File: config.mk
export PLATFORM = sky130hd
export DESIGN_NAME = rx_sequence_window_tracker_flat
export DESIGN_NICKNAME = d
export VERILOG_FILES = /design/src/rtl/rswt_pkg.sv /design/src/rtl/rswt_if.sv /design/src/rtl/rswt_alu.sv /design/src/rtl/rswt_window_mem.sv /design/src/rtl/rswt_seq.sv /design/src/rtl/rx_sequence_window_tracker.sv /design/src/flat_wrapper.sv
export SDC_FILE = /design/constraint.sdc
export NUM_CORES = 1
export LEC_CHECK = 0
export BUFFER_PORTS_ARGS = -buffer_cell sky130_fd_sc_hd__buf_2
export CORE_MARGIN = 3
export CORE_UTILIZATION = 35
export DETAILED_ROUTE_END_ITERATION = 12
export PLACE_DENSITY = 0.57
export SLEW_MARGIN = 10
export SYNTH_ARGS = -nofsm -noshare
export SYNTH_HDL_FRONTEND = slang
export SYNTH_SLANG_ARGS = --single-unit
export TNS_END_PERCENT = 50
File: constraint.sdc
create_clock -name clk -period 4.8 [get_ports clk]
set_input_delay 0.24 -clock clk [delete_from_list [all_inputs] [get_ports clk]]
set_output_delay 0.24 -clock clk [all_outputs]
set_load 0.02 [all_outputs]
File: src/rtl/rswt_pkg.sv
`timescale 1ns / 1ps
`default_nettype none

package rswt_pkg;

    localparam int SEQ_W = 16;
    localparam int OCC_W = 7;

    localparam logic [SEQ_W-1:0] JUMP_LIMIT_RST = 16'd64;

    typedef enum logic [2:0] {
        ST_STARTED  = 3'd0,
        ST_IN_ORDER = 3'd1,
        ST_GAP      = 3'd2,
        ST_DUP      = 3'd3,
        ST_RESET    = 3'd4,
        ST_CLEARED  = 3'd5
    } status_t;

    typedef struct packed {
        status_t           status;
        logic [SEQ_W-1:0]  gap_count;
        logic [OCC_W-1:0]  occupancy;
    } result_t;

    typedef enum logic [2:0] {
        S_IDLE,
        S_RD_OLD,
        S_RD_NEW,
        S_SCAN,
        S_APPEND,
        S_DONE
    } seq_state_t;

endpackage

`default_nettype wire

File: src/rtl/rswt_if.sv
`timescale 1ns / 1ps
`default_nettype none

interface rswt_pkt_if;
    logic        valid;
    logic        ready;
    logic        mode;
    logic [15:0] seq;

    modport source (output valid, output mode, output seq, input ready);
    modport sink   (input valid, input mode, input seq, output ready);
endinterface

interface rswt_res_if;
    logic               valid;
    logic               ready;
    rswt_pkg::status_t  status;
    logic [15:0]        gap_count;
    logic [6:0]         occupancy;

    modport source (output valid, output status, output gap_count, output occupancy,
                    input ready);
    modport sink   (input valid, input status, input gap_count, input occupancy,
                    output ready);
endinterface

interface rswt_cfg_if;
    logic        valid;
    logic        ready;
    logic [15:0] data;

    modport source (output valid, output data, input ready);
    modport sink   (input valid, input data, output ready);
endinterface

`default_nettype wire

File: src/rtl/rswt_alu.sv
`timescale 1ns / 1ps
`default_nettype none

module rswt_alu (
    input  wire logic [rswt_pkg::SEQ_W-1:0] a,
    input  wire logic [rswt_pkg::SEQ_W-1:0] b,
    output logic      [rswt_pkg::SEQ_W:0]   diff,
    output logic                            eq
);
    import rswt_pkg::*;

    // Top bit of diff is the borrow: set when a < b
    assign diff = {1'b0, a} - {1'b0, b};
    assign eq   = (diff[SEQ_W-1:0] == '0);

endmodule

`default_nettype wire

File: src/rtl/rswt_window_mem.sv
`timescale 1ns / 1ps
`default_nettype none

module rswt_window_mem #(
    parameter int DEPTH = 64,
    parameter int AW    = $clog2(DEPTH)
) (
    input  wire logic                          clk,
    input  wire logic                          we,
    input  wire logic [AW-1:0]                 waddr,
    input  wire logic [rswt_pkg::SEQ_W-1:0]    wdata,
    input  wire logic [AW-1:0]                 raddr,
    output logic      [rswt_pkg::SEQ_W-1:0]    rdata
);
    import rswt_pkg::*;

    logic [SEQ_W-1:0] mem [DEPTH];
    logic [SEQ_W-1:0] rdata_reg;

    always_ff @(posedge clk)
    begin
        if (we)
        begin
            mem[waddr] <= wdata;
        end
        rdata_reg <= mem[raddr];
    end

    assign rdata = rdata_reg;

endmodule

`default_nettype wire

File: src/rtl/rswt_seq.sv
`timescale 1ns / 1ps
`default_nettype none

module rswt_seq #(
    parameter int DEPTH = 64,
    parameter int AW    = $clog2(DEPTH),
    parameter int CW    = $clog2(DEPTH + 1)
) (
    input  wire logic                          clk,
    input  wire logic                          rst_n,
    input  wire logic                          in_valid,
    input  wire logic                          in_mode,
    input  wire logic [rswt_pkg::SEQ_W-1:0]    in_seq,
    output logic                               in_ready,
    input  wire logic [rswt_pkg::SEQ_W-1:0]    jump_limit,
    output logic                               done,
    output rswt_pkg::result_t                  result,
    input  wire logic                          take,
    output logic                               mem_we,
    output logic      [AW-1:0]                 mem_waddr,
    output logic      [rswt_pkg::SEQ_W-1:0]    mem_wdata,
    output logic      [AW-1:0]                 mem_raddr,
    input  wire logic [rswt_pkg::SEQ_W-1:0]    mem_rdata
);
    import rswt_pkg::*;

    localparam logic [AW-1:0] LAST_SLOT = AW'(DEPTH - 1);
    localparam logic [CW-1:0] FULL      = CW'(DEPTH);

    seq_state_t       state_reg,  state_next;
    logic [AW-1:0]    head_reg,   head_next;
    logic [AW-1:0]    tail_reg,   tail_next;
    logic [CW-1:0]    count_reg,  count_next;
    logic [AW-1:0]    ptr_reg,    ptr_next;
    logic [CW-1:0]    idx_reg,    idx_next;
    logic [SEQ_W-1:0] seq_reg,    seq_next;
    logic [SEQ_W-1:0] gap_reg,    gap_next;
    logic             below_reg,  below_next;
    result_t          res_reg,    res_next;

    logic [SEQ_W-1:0] alu_a;
    logic [SEQ_W-1:0] alu_b;
    logic [SEQ_W:0]   alu_diff;
    logic             alu_eq;
    logic             in_fire;
    logic [AW-1:0]    newest_slot;
    logic [AW-1:0]    ptr_inc;
    logic [AW-1:0]    tail_inc;
    logic [AW-1:0]    head_inc;
    logic             too_far;

    rswt_alu u_alu (
        .a    (alu_a),
        .b    (alu_b),
        .diff (alu_diff),
        .eq   (alu_eq)
    );

    assign in_fire     = in_valid && in_ready;
    assign newest_slot = (tail_reg == '0) ? LAST_SLOT : tail_reg - 1'b1;
    assign ptr_inc     = (ptr_reg  == LAST_SLOT) ? '0 : ptr_reg  + 1'b1;
    assign tail_inc    = (tail_reg == LAST_SLOT) ? '0 : tail_reg + 1'b1;
    assign head_inc    = (head_reg == LAST_SLOT) ? '0 : head_reg + 1'b1;
    assign too_far     = !alu_diff[SEQ_W] && (alu_diff[SEQ_W-1:0] > jump_limit);

    always_comb
    begin
        state_next = state_reg;
        head_next  = head_reg;
        tail_next  = tail_reg;
        count_next = count_reg;
        ptr_next   = ptr_reg;
        idx_next   = idx_reg;
        seq_next   = seq_reg;
        gap_next   = gap_reg;
        below_next = below_reg;
        res_next   = res_reg;
        in_ready   = 1'b0;
        done       = 1'b0;
        mem_we     = 1'b0;
        mem_waddr  = tail_reg;
        mem_wdata  = seq_reg;
        mem_raddr  = head_reg;
        alu_a      = seq_reg;
        alu_b      = mem_rdata;

        case (state_reg)
            S_IDLE:
            begin
                in_ready = 1'b1;
                if (in_valid)
                begin
                    seq_next = in_seq;
                    if (in_mode)
                    begin
                        head_next  = '0;
                        tail_next  = '0;
                        count_next = '0;
                        res_next   = '{ST_CLEARED, '0, '0};
                        state_next = S_DONE;
                    end
                    else if (count_reg == '0)
                    begin
                        mem_we     = 1'b1;
                        mem_waddr  = '0;
                        mem_wdata  = in_seq;
                        head_next  = '0;
                        tail_next  = AW'(1);
                        count_next = CW'(1);
                        res_next   = '{ST_STARTED, '0, OCC_W'(1)};
                        state_next = S_DONE;
                    end
                    else
                    begin
                        // fetch oldest entry
                        mem_raddr  = head_reg;
                        state_next = S_RD_OLD;
                    end
                end
            end

            S_RD_OLD:
            begin
                below_next = alu_diff[SEQ_W];
                mem_raddr  = newest_slot;
                state_next = S_RD_NEW;
            end

            S_RD_NEW:
            begin
                if (below_reg || too_far)
                begin
                    // restart the window with this number
                    mem_we     = 1'b1;
                    mem_waddr  = '0;
                    mem_wdata  = seq_reg;
                    head_next  = '0;
                    tail_next  = AW'(1);
                    count_next = CW'(1);
                    res_next   = '{ST_RESET, '0, OCC_W'(1)};
                    state_next = S_DONE;
                end
                else
                begin
                    if (!alu_diff[SEQ_W] && (alu_diff[SEQ_W-1:1] != '0))
                    begin
                        gap_next = alu_diff[SEQ_W-1:0] - 1'b1;
                    end
                    else
                    begin
                        gap_next = '0;
                    end
                    mem_raddr  = head_reg;
                    ptr_next   = head_reg;
                    idx_next   = '0;
                    state_next = S_SCAN;
                end
            end

            S_SCAN:
            begin
                if (alu_eq)
                begin
                    res_next   = '{ST_DUP, '0, OCC_W'(count_reg)};
                    state_next = S_DONE;
                end
                else if (idx_reg == count_reg - 1'b1)
                begin
                    state_next = S_APPEND;
                end
                else
                begin
                    idx_next  = idx_reg + 1'b1;
                    ptr_next  = ptr_inc;
                    mem_raddr = ptr_inc;
                end
            end

            S_APPEND:
            begin
                mem_we    = 1'b1;
                mem_waddr = tail_reg;
                mem_wdata = seq_reg;
                tail_next = tail_inc;
                // full window: drop the oldest entry, count stays
                if (count_reg == FULL)
                begin
                    head_next = head_inc;
                end
                else
                begin
                    count_next = count_reg + 1'b1;
                end
                res_next.status    = (gap_reg != '0) ? ST_GAP : ST_IN_ORDER;
                res_next.gap_count = gap_reg;
                res_next.occupancy = OCC_W'(count_next);
                state_next         = S_DONE;
            end

            S_DONE:
            begin
                done = 1'b1;
                if (take)
                begin
                    state_next = S_IDLE;
                end
            end

            default:
            begin
                state_next = S_IDLE;
            end
        endcase
    end

    always_ff @(posedge clk or negedge rst_n)
    begin
        if (!rst_n)
        begin
            state_reg <= S_IDLE;
            head_reg  <= '0;
            tail_reg  <= '0;
            count_reg <= '0;
        end
        else
        begin
            state_reg <= state_next;
            head_reg  <= head_next;
            tail_reg  <= tail_next;
            count_reg <= count_next;
        end
    end

    always_ff @(posedge clk)
    begin
        ptr_reg   <= ptr_next;
        idx_reg   <= idx_next;
        seq_reg   <= seq_next;
        gap_reg   <= gap_next;
        below_reg <= below_next;
        res_reg   <= res_next;
    end

    assign result = res_reg;

    a_count_bound: assert property (@(posedge clk) disable iff (!rst_n)
        count_reg <= FULL)
        else $error("window count above depth");

    a_empty_ptrs: assert property (@(posedge clk) disable iff (!rst_n)
        (count_reg == '0) |-> (head_reg == tail_reg))
        else $error("empty window with head and tail apart");

    a_clear: assert property (@(posedge clk) disable iff (!rst_n)
        (in_fire && in_mode) |=> (count_reg == '0 && state_reg == S_DONE))
        else $error("clear did not empty the window");

    a_scan_idx: assert property (@(posedge clk) disable iff (!rst_n)
        (state_reg == S_SCAN) |-> (idx_reg < count_reg))
        else $error("scan ran past the window");

    a_done_held: assert property (@(posedge clk) disable iff (!rst_n)
        (done && !take) |=> (done && $stable(res_reg)))
        else $error("result dropped while waiting for output slot");

endmodule

`default_nettype wire

File: src/rtl/rx_sequence_window_tracker.sv
// Sequence window tracker for received packets.
//
// pkt: input transactions (mode, seq). mode 1 clears the window, mode 0
//      submits a received sequence number.
// res: one result transaction per input (status, gap_count, occupancy),
//      held in an output register until the sink takes it.
// cfg: write transaction for the forward jump limit; always ready, applied
//      the next cycle. Write only while no input transaction is in flight.
//
// Per input: a clear or the first number into an empty window goes straight to
// the result. Otherwise the oldest entry is read, then the newest; a number below
// the oldest or beyond the newest by more than the jump limit resets the window.
// Else the held entries are compared in turn up to a match (a duplicate), and a
// number with no match is appended. The window is a single-port-read
// memory compared one entry per cycle through one shared subtract/compare
// unit. pkt.ready is high only while the sequencer is idle, which it enters as
// the result moves to the output register: one input is handled at a time.
// Reset empties the window and sets the jump limit to 64. If res is stalled
// the finished result waits in the sequencer and pkt.ready stays low.
`timescale 1ns / 1ps
`default_nettype none

module rx_sequence_window_tracker #(
    parameter int WINDOW_DEPTH = 64
) (
    input  wire logic  clk,
    input  wire logic  rst_n,
    rswt_pkt_if.sink   pkt,
    rswt_res_if.source res,
    rswt_cfg_if.sink   cfg
);
    import rswt_pkg::*;

    localparam int AW = $clog2(WINDOW_DEPTH);
    localparam int CW = $clog2(WINDOW_DEPTH + 1);

    logic [SEQ_W-1:0] jump_limit_reg;
    logic             res_valid_reg;
    result_t          res_data_reg;

    logic             done;
    logic             take;
    result_t          result;
    logic             mem_we;
    logic [AW-1:0]    mem_waddr;
    logic [SEQ_W-1:0] mem_wdata;
    logic [AW-1:0]    mem_raddr;
    logic [SEQ_W-1:0] mem_rdata;

    assign cfg.ready = 1'b1;
    assign take      = !res_valid_reg || res.ready;

    rswt_window_mem #(
        .DEPTH (WINDOW_DEPTH),
        .AW    (AW)
    ) u_mem (
        .clk   (clk),
        .we    (mem_we),
        .waddr (mem_waddr),
        .wdata (mem_wdata),
        .raddr (mem_raddr),
        .rdata (mem_rdata)
    );

    rswt_seq #(
        .DEPTH (WINDOW_DEPTH),
        .AW    (AW),
        .CW    (CW)
    ) u_seq (
        .clk         (clk),
        .rst_n       (rst_n),
        .in_valid    (pkt.valid),
        .in_mode     (pkt.mode),
        .in_seq      (pkt.seq),
        .in_ready    (pkt.ready),
        .jump_limit  (jump_limit_reg),
        .done        (done),
        .result      (result),
        .take        (take),
        .mem_we      (mem_we),
        .mem_waddr   (mem_waddr),
        .mem_wdata   (mem_wdata),
        .mem_raddr   (mem_raddr),
        .mem_rdata   (mem_rdata)
    );

    always_ff @(posedge clk or negedge rst_n)
    begin
        if (!rst_n)
        begin
            jump_limit_reg <= JUMP_LIMIT_RST;
            res_valid_reg  <= 1'b0;
        end
        else
        begin
            if (cfg.valid)
            begin
                jump_limit_reg <= cfg.data;
            end
            if (take)
            begin
                res_valid_reg <= done;
            end
        end
    end

    always_ff @(posedge clk)
    begin
        if (take && done)
        begin
            res_data_reg <= result;
        end
    end

    assign res.valid     = res_valid_reg;
    assign res.status    = res_data_reg.status;
    assign res.gap_count = res_data_reg.gap_count;
    assign res.occupancy = res_data_reg.occupancy;

endmodule

`default_nettype wire
File: src/flat_wrapper.sv
// flat-port wrapper written by rule: the top's interface ports become plain ports
module rx_sequence_window_tracker_flat import rswt_pkg::*;
#(
    parameter int WINDOW_DEPTH = 64
)
  (clk, rst_n, pkt_valid, pkt_mode, pkt_seq, pkt_ready, res_valid, res_status, res_gap_count, res_occupancy, res_ready, cfg_valid, cfg_data, cfg_ready);
  rswt_pkt_if pkt_i ();
  rswt_res_if res_i ();
  rswt_cfg_if cfg_i ();
  input  wire logic clk;
  input  wire logic rst_n;
  input wire logic [$bits(pkt_i.valid)-1:0] pkt_valid;
  input wire logic [$bits(pkt_i.mode)-1:0] pkt_mode;
  input wire logic [$bits(pkt_i.seq)-1:0] pkt_seq;
  output wire logic [$bits(pkt_i.ready)-1:0] pkt_ready;
  output wire logic [$bits(res_i.valid)-1:0] res_valid;
  output wire logic [$bits(res_i.status)-1:0] res_status;
  output wire logic [$bits(res_i.gap_count)-1:0] res_gap_count;
  output wire logic [$bits(res_i.occupancy)-1:0] res_occupancy;
  input wire logic [$bits(res_i.ready)-1:0] res_ready;
  input wire logic [$bits(cfg_i.valid)-1:0] cfg_valid;
  input wire logic [$bits(cfg_i.data)-1:0] cfg_data;
  output wire logic [$bits(cfg_i.ready)-1:0] cfg_ready;
  assign pkt_i.valid = pkt_valid;
  assign pkt_i.mode = pkt_mode;
  assign pkt_i.seq = pkt_seq;
  assign pkt_ready = pkt_i.ready;
  assign res_valid = res_i.valid;
  assign res_status = res_i.status;
  assign res_gap_count = res_i.gap_count;
  assign res_occupancy = res_i.occupancy;
  assign res_i.ready = res_ready;
  assign cfg_i.valid = cfg_valid;
  assign cfg_i.data = cfg_data;
  assign cfg_ready = cfg_i.ready;
  rx_sequence_window_tracker #(.WINDOW_DEPTH(WINDOW_DEPTH)) u_core (.clk(clk), .rst_n(rst_n), .pkt(pkt_i), .res(res_i), .cfg(cfg_i));
endmodule
### After elaboration in Yosys (flattened, before gate mapping)

Memories as Yosys holds them, arrays and structs flattened. A register that Yosys moved wholly into a read port is not among the register bits.
Cells that the tools add are included.

| word-level totals | value |
|---|---|
| memories | 1 |
| bits in writable memories | 1024 |
| input bits | 38 |
| word-level logic and storage cells | 137 |
| register bits | 137 |
| output and inout port bits | 29 |

Memory list:

| memory | depth | width | rd ports | clocked after memory_dff | write ports | RTL line | source |
|---|---|---|---|---|---|---|---|
| u_core.u_mem.mem | 64 | 16 | 1 | 1 | 1 | rswt_window_mem.sv:17 | `logic [SEQ_W-1:0] mem [DEPTH];` |

| cells by class | value |
|---|---|
| bitwise logic cells | 1 |
| add/subtract/negate cells | 9 |
| multiplexer cells | 65 |
| reduce and logical (&&, ||, !) cells | 23 |
| equal/unequal tests | 20 |
| $lt $le $gt $ge | 1 |

Operators by type and width:

| kind | number |
|---|---|
| two-way mux 6 bit | 22 |
| two-way mux 26 bit | 5 |
| case mux 26 bit (4 select lines) | 1 |
| two-way mux 16 bit | 4 |
| two-way mux 7 bit | 8 |
| case mux 6 bit (2 select lines) | 3 |
| case mux 6 bit (3 select lines) | 2 |
| two-way mux 3 bit | 7 |
| case mux 7 bit (3 select lines) | 1 |
| adder 6 x 1 -> 6 bit (second input constant) | 3 |
| equality test 6 bit (second input constant) | 3 |
| case mux 3 bit (6 select lines) | 1 |
| subtractor 16 x 16 -> 17 bit | 1 |
| greater-than comparator 16 bit | 1 |
| zero test 16 bit | 1 |
| nonzero test 16 bit | 1 |
| subtractor 16 x 1 -> 16 bit (second input constant) | 1 |
| nonzero test 15 bit | 1 |
| adder 7 x 1 -> 7 bit (second input constant) | 2 |
| inequality test 2 bit (second input constant) | 7 |
| case mux 7 bit (2 select lines) | 1 |
| AND reduction 5 bit | 2 |
| two-way mux 1 bit | 8 |
| AND reduction 4 bit | 2 |
| 23 further kinds | 31 |

### Depth between registers and ports, before layout

| logic depth | value |
|---|---|
| depth after elaboration | 8 |
| gate-level depth with buffers | 20 |
| depth with buffers taken out | 19 |

### Modules after synthesis

Synthesis repeated with hierarchy kept, for this count alone.

| second synthesis, totals | value |
|---|---|
| cell total of the unflattened synthesis | 2581 |
| area, all modules | 48022.3 sq um |

Modules (own cells, without submodules):

| module | area each (sq um) | instances | cells an instance |
|---|---|---|---|
| rswt_window_mem | 40042.2 | 1 | 1829 |
| rswt_seq | 5637.9 | 1 | 568 |
| rx_sequence_window_tracker | 1486.4 | 1 | 66 |
| rswt_alu | 855.8 | 1 | 118 |

### Worst setup path before layout

OpenSTA, ideal clock, no wires.

| timing path | value |
|---|---|
| path type | register -> register |
| start point | register u_core.u_seq.seq_reg[0] (netlist: u_core.u_seq.alu_a[0]) |
| end point | register u_core.u_seq.res_reg, in the netlist u_core.u_seq.result[0], enable pin |
| data required time | 4358 ps |
| arrival time | 4825 ps |
| period minus slack after synthesis | 5266 ps |
| buffers on the path | 0 |
| stages on the path, launching flop included | 18 |
| library setup time | 442 ps |
| path slack | -466 ps |
| cells stage by stage | edfxtp_1 inv_1 ha_1 inv_1 fa_1 a211oi_1 o21ai_0 a21oi_1 o21ai_0 xor2_1 ha_1 nand4_1 o21ai_0 a21o_1 a31oi_1 a21oi_1 nor2_1 nor3_1 |

| on the way | value |
|---|---|
| longest elaborated chain between the ends | 6 |
| elaborated cells on any way between the ends | 9 |
| those cells by class | add/sub: 1; order compare: 1; eq/ne: 2; reduce/logical: 5 |

Ends and longest elaborated chain:

| item | RTL line | source |
|---|---|---|
| from (decl) | rswt_seq.sv:36 | `logic [SEQ_W-1:0] seq_reg, seq_next;` |
| from (signal assigned) | rswt_seq.sv:238 | `seq_reg <= seq_next;` |
| subtractor 16 x 16 -> 17 bit (*) | rswt_alu.sv:13 | `assign diff = {1'b0, a} - {1'b0, b};` |
| greater-than comparator 16 bit or zero test 1 bit (tied branches) | rswt_seq.sv:64 | `assign too_far = !alu_diff[SEQ_W] && (alu_diff[SEQ_W-1:0] > jump_limit);` |
| logical AND 1 bit | rswt_seq.sv:64 |  |
| logical OR 1 bit | rswt_seq.sv:131 | `if (below_reg \|\| too_far)` |
| inequality test 2 bit (no source line) | -- |  |
| AND reduction 5 bit (no source line) (*) | -- |  |
| to (signal assigned) | rswt_seq.sv:241 | `res_reg <= res_next;` |
| to (decl) | rswt_seq.sv:39 | `result_t res_reg, res_next;` |

Mark *: on every way between the ends. The rest lies on a longest branch, timed or not.
A chain may end at the register's enable or synchronous reset.

### Worst setup path in the final report

| timing path | value |
|---|---|
| start point | register u_core.u_mem.rdata_reg[4] (netlist: u_core.u_mem.rdata[4]), read port of u_core.u_mem.mem |
| end point | register u_core.u_mem.rdata_reg[15] (netlist: u_core.u_mem.rdata[15]), read port of u_core.u_mem.mem |

| on the way | value |
|---|---|
| longest elaborated chain between the ends | 4 |

Ends and longest elaborated chain:

| item | RTL line | source |
|---|---|---|
| from (decl) | rswt_window_mem.sv:18 | `logic [SEQ_W-1:0] rdata_reg;` |
| subtractor 16 x 16 -> 17 bit | rswt_alu.sv:13 |  |
| zero test 16 bit | rswt_alu.sv:14 | `assign eq = (diff[SEQ_W-1:0] == '0);` |
| two-way mux 6 bit | rswt_seq.sv:162 | `if (alu_eq)` |
| case mux 6 bit (2 select lines) | rswt_seq.sv:87 | `case (state_reg)` |

Every way passes these cells.

==> reports/metrics.csv <==
metric,value,unit
status,finished with violations,
violated checks,negative setup slack,
mux cell area share after synthesis,5.89,%
DP Wirelength,91.6,mm
Synth Flop Type,edfxtp_1,
Synth async-reset ratio,3.31,%
"area leader, netlist",edfxtp_1,
crit start category,flop,
max incr delay on CP,0.55,ns
Final nets,3851,
Routed Antenna Nets,0,
H-tree depth reported by CTS,3,
Reg2Reg Depth,21,
Most common cell on crit path,buf_12,
Compound-Gate Fraction of Synth Area,9.71,%
clock skew,0.0300,ns
Root Buffer,clkbuf_16,
Setup WS pre-CTS,-0.740,ns
die span in y,377,µm
power share of the clock group,21.5,%
Final Cycle Share,104,%
Gate power share,48.5,%
Top reg by flops,u_core.u_mem.mem,
Via density,5.48,
Final Hold Fails,0,
Seq cells post-synth,1177,
Worst EP required,5.46,ns
largest family of logic cells by synthesized area,compound AO/OA/AOI/OAI gates,
Port Buffer Count,65,
min Tclk post-route,4.98,ns
reg2reg end,u_core.u_mem.rdata[15],
f_max,201,MHz
Power Internal,25900,µW
leakage,0.0214,µW
"Area growth, synth to finish",24.9,%
"EDFF count, synth",1122,
initial antenna violation count,6,
"delay-heaviest family, CP",simple AND/OR/NAND/NOR gates,
core area,136000,µm²
Slew Limit Headroom,23.1,%
PwrDens,695,nW/µm²
Synthesis Warnings,0,
most frequent cells after synthesis,"edfxtp_1 (1,122), nand2_1 (410), mux2i_1 (246), nor2_1 (148), clkbuf_1 (124)",
Hold Path Class,input pin to flop,
die width,377,µm
critical path class,flop to flop,
Cells after Synth,3212,
first-pass GRT wire length,208,mm
DR pass1 iterations,5,
GR Overflow Total,0,
Flop pwr share,30.0,%
WL/cell,25.5,µm
share of the synthesized area in the top cell type,69.8,%
clk_lat worst skew,0.74,ns
min-delay src,cfg_valid,
worst vdd ir,483,µV
crit path cell chain,inv_1 > ha_1 > o211a_1 > o31a_1 > nor2_1 > or4_4 > a2111oi_4 > and4bb_4 > a41oi_4 > buf_12 > and2_4 > buf_12 > buf_12 > buf_12 > buf_12 > buf_12 > mux2i_1 > a32oi_1 > buf_4 > nand4_1 > nand4_1,
worst slew pin tran,1.15,ns
sw frac,38.3,%
Clock Path Buffers,3,
clock sink count,1177,
Iteration-0 DRC Markers,3152,
data arrival time of the worst path,5.64,ns
most frequent cell after synthesis,edfxtp_1,
XOR/XNOR share of the synthesized area,0.726,%
simple-gate portion of the synthesized area,7.66,%
reg2reg setup slack,-0.18,ns
slowest cell on the critical path,or4_4,
Worst R2R Start,u_core.u_mem.rdata[4],
max FFs per register,1024,
vias in the first global route,30046,
DIE AREA,142000,µm²
hold endpoint,u_core.jump_limit_reg[0],
critical path endpoint category,flop,
Row Count,135,
largest cells by area after synthesis,"edfxtp_1 (70%), mux2i_1 (5.1%), nand2_1 (3.2%)",
DRC violations left,0,
total chip power,41900,µW
CTS tree,done,
max-cap violations,0,
Worst Path Max Fanout,8,
total global-route track usage,19.8,%
via count,30961,
Synth Cell Area,48300,µm²
RSZ-0062 raised after global routing,yes,
CP bufs+invs,8,
sequential share of the synthesized area,72.5,%
count of cell types in the netlist,75,
layout cells sized above 1,23.5,%
clock-pin slew on the worst setup and hold paths,0.06,ns
syn_nets,3293,
Final setup viols,15,
largest net degree at the start of global routing,65,
# IOs,67,
hold path depth,2,
CTS buffer count,120,
WL final,144,mm
final worst slack,-0.181,ns
GPL Wtd Cong,0.890,
Slew Limit Fails,0,
Adder-Cell Fraction of Synth Area,1.13,%
syn avg cell area,15.0,µm²
net load switching power,16000,µW
fill count,11878,
Starting Density,35.4,%
## logic make-up (layout without fill, tap and decap cells)
logic type,after synthesis,in the layout
AOI/OAI and AO/OA,607,607
adders and majority gates,43,43
buffers and inverters,245,903
xor gates and xnor gates,40,40
other,1,3
and+or+nand+nor,819,819
muxes,280,280
DFF,1177,1177
## through the flow
step | setup TNS (ns) | cell area, µm² | hold slack [ns] | util (%) | cells
after global placement | -118.14 | 54800 | 0.401 | 40.2 | 5330
after detailed placement | -156.23 | 54800 | 0.405 | 40.2 | 5330
final | -1.18 | 60300 | 0.0800 | 44.3 | 5653
after global routing | -3.38 | 60300 | 0.0701 | 44.3 | 5653
after CTS | -0.664 | 59900 | 0.0168 | 44.0 | 5640
after floorplan | -53.61 | 48300 | -0.0556 | - | 3212
## layer usage
metal | share of wire (%) | wire (µm) | vias to the layer above | track usage [%]
met5 | 0.028 | 40 | - | 0
met4 | 3.4 | 4970 | 6 | 6.25
met3 | 7.3 | 10500 | 242 | 3.73
met2 | 46 | 66200 | 1194 | 31.2
met1 | 43 | 62400 | 15748 | 27.8
li1 | - | - | 13771 | -
## final cells by class
type                            instances  area (µm²)  area share [%]
Tap cell                             1781        2230            3.69
Clock inverter                         61         519           0.861
Clock buffer                          161        3240            5.37
Timing Repair Buffer                  634        6280            10.4
Sequential cell                      1177       35000            58.0
Multi-Input combinational cell       1790       12900            21.4
Inverter                               47         176           0.292
Antenna cell                            2        5.00         0.00830
## power groups by stage
| stage | registers [µW] | clock network [µW] | logic (µW) |
|---|---|---|---|
| final | 12600 | 8990 | 20300 |
| after global routing | 12600 | 9580 | 21400 |
| after CTS | 12600 | 9150 | 19800 |
| after detailed placement | 12800 | 0 | 18700 |
| after global placement | 12800 | 0 | 18600 |
| after floorplan | 12700 | 0 | 9040 |
## repair_timing
| item | in CTS | in global routing |
|---|---|---|
| hold endpoints to repair | 79 | 0 |
| endpoints found under the setup margin | 928 | 993 |
| gates cloned | 3 | 3 |
| pin swaps | 28 | 19 |
| resized for setup | 112 | 85 |
| setup buffers | 20 | 8 |
| hold buffers | 66 | 0 |
## cells in the final DEF (no fill, tap or decap), types with 17 or more instances in the layout
| master | count |
|---|---|
| nand2_1 | 409 |
| clkinv_1 | 27 |
| o211a_1 | 17 |
| buf_6 | 20 |
| inv_1 | 44 |
| a31oi_1 | 38 |
| a221oi_1 | 35 |
| and3_1 | 26 |
| buf_12 | 102 |
| and2_1 | 21 |
| buf_2 | 66 |
| dlygate4sd3_1 | 66 |
| clkinv_2 | 19 |
| mux2i_1 | 233 |
| a2111oi_0 | 69 |
| buf_4 | 370 |
| dfrtp_1 | 38 |
| a21o_1 | 18 |
| nor2_1 | 116 |
| ha_1 | 39 |
| a2111oi_1 | 25 |
| clkbuf_16 | 122 |
| xnor2_1 | 27 |
| edfxtp_1 | 1122 |
| nor2_2 | 26 |
| a2111oi_2 | 18 |
| a32oi_1 | 84 |
| a21boi_0 | 74 |
| nand4_1 | 92 |
| a21oi_1 | 36 |
| clkbuf_1 | 34 |
| mux2_2 | 33 |
| nand3_1 | 44 |
| o21ai_0 | 67 |
## worst max path at each step
stage / start / end / depth (start not counted)
6_report: u_core.u_mem.rdata[4] / u_core.u_mem.rdata[15] / 21
4_1_cts: u_core.u_seq.alu_a[0] / u_core.u_mem.rdata[15] / 21
5_1_grt: u_core.u_seq.alu_a[0] / u_core.u_mem.rdata[15] / 23
2_1_floorplan: u_core.u_seq.alu_a[0] / u_core.u_mem.mem[51][0] / 19
3_3_place_gp: u_core.u_seq.alu_a[0] / u_core.u_mem.rdata[6] / 20
3_5_place_dp: u_core.u_seq.alu_a[0] / u_core.u_mem.rdata[6] / 20
No activity file was read; power rests on OpenSTA's default activity.
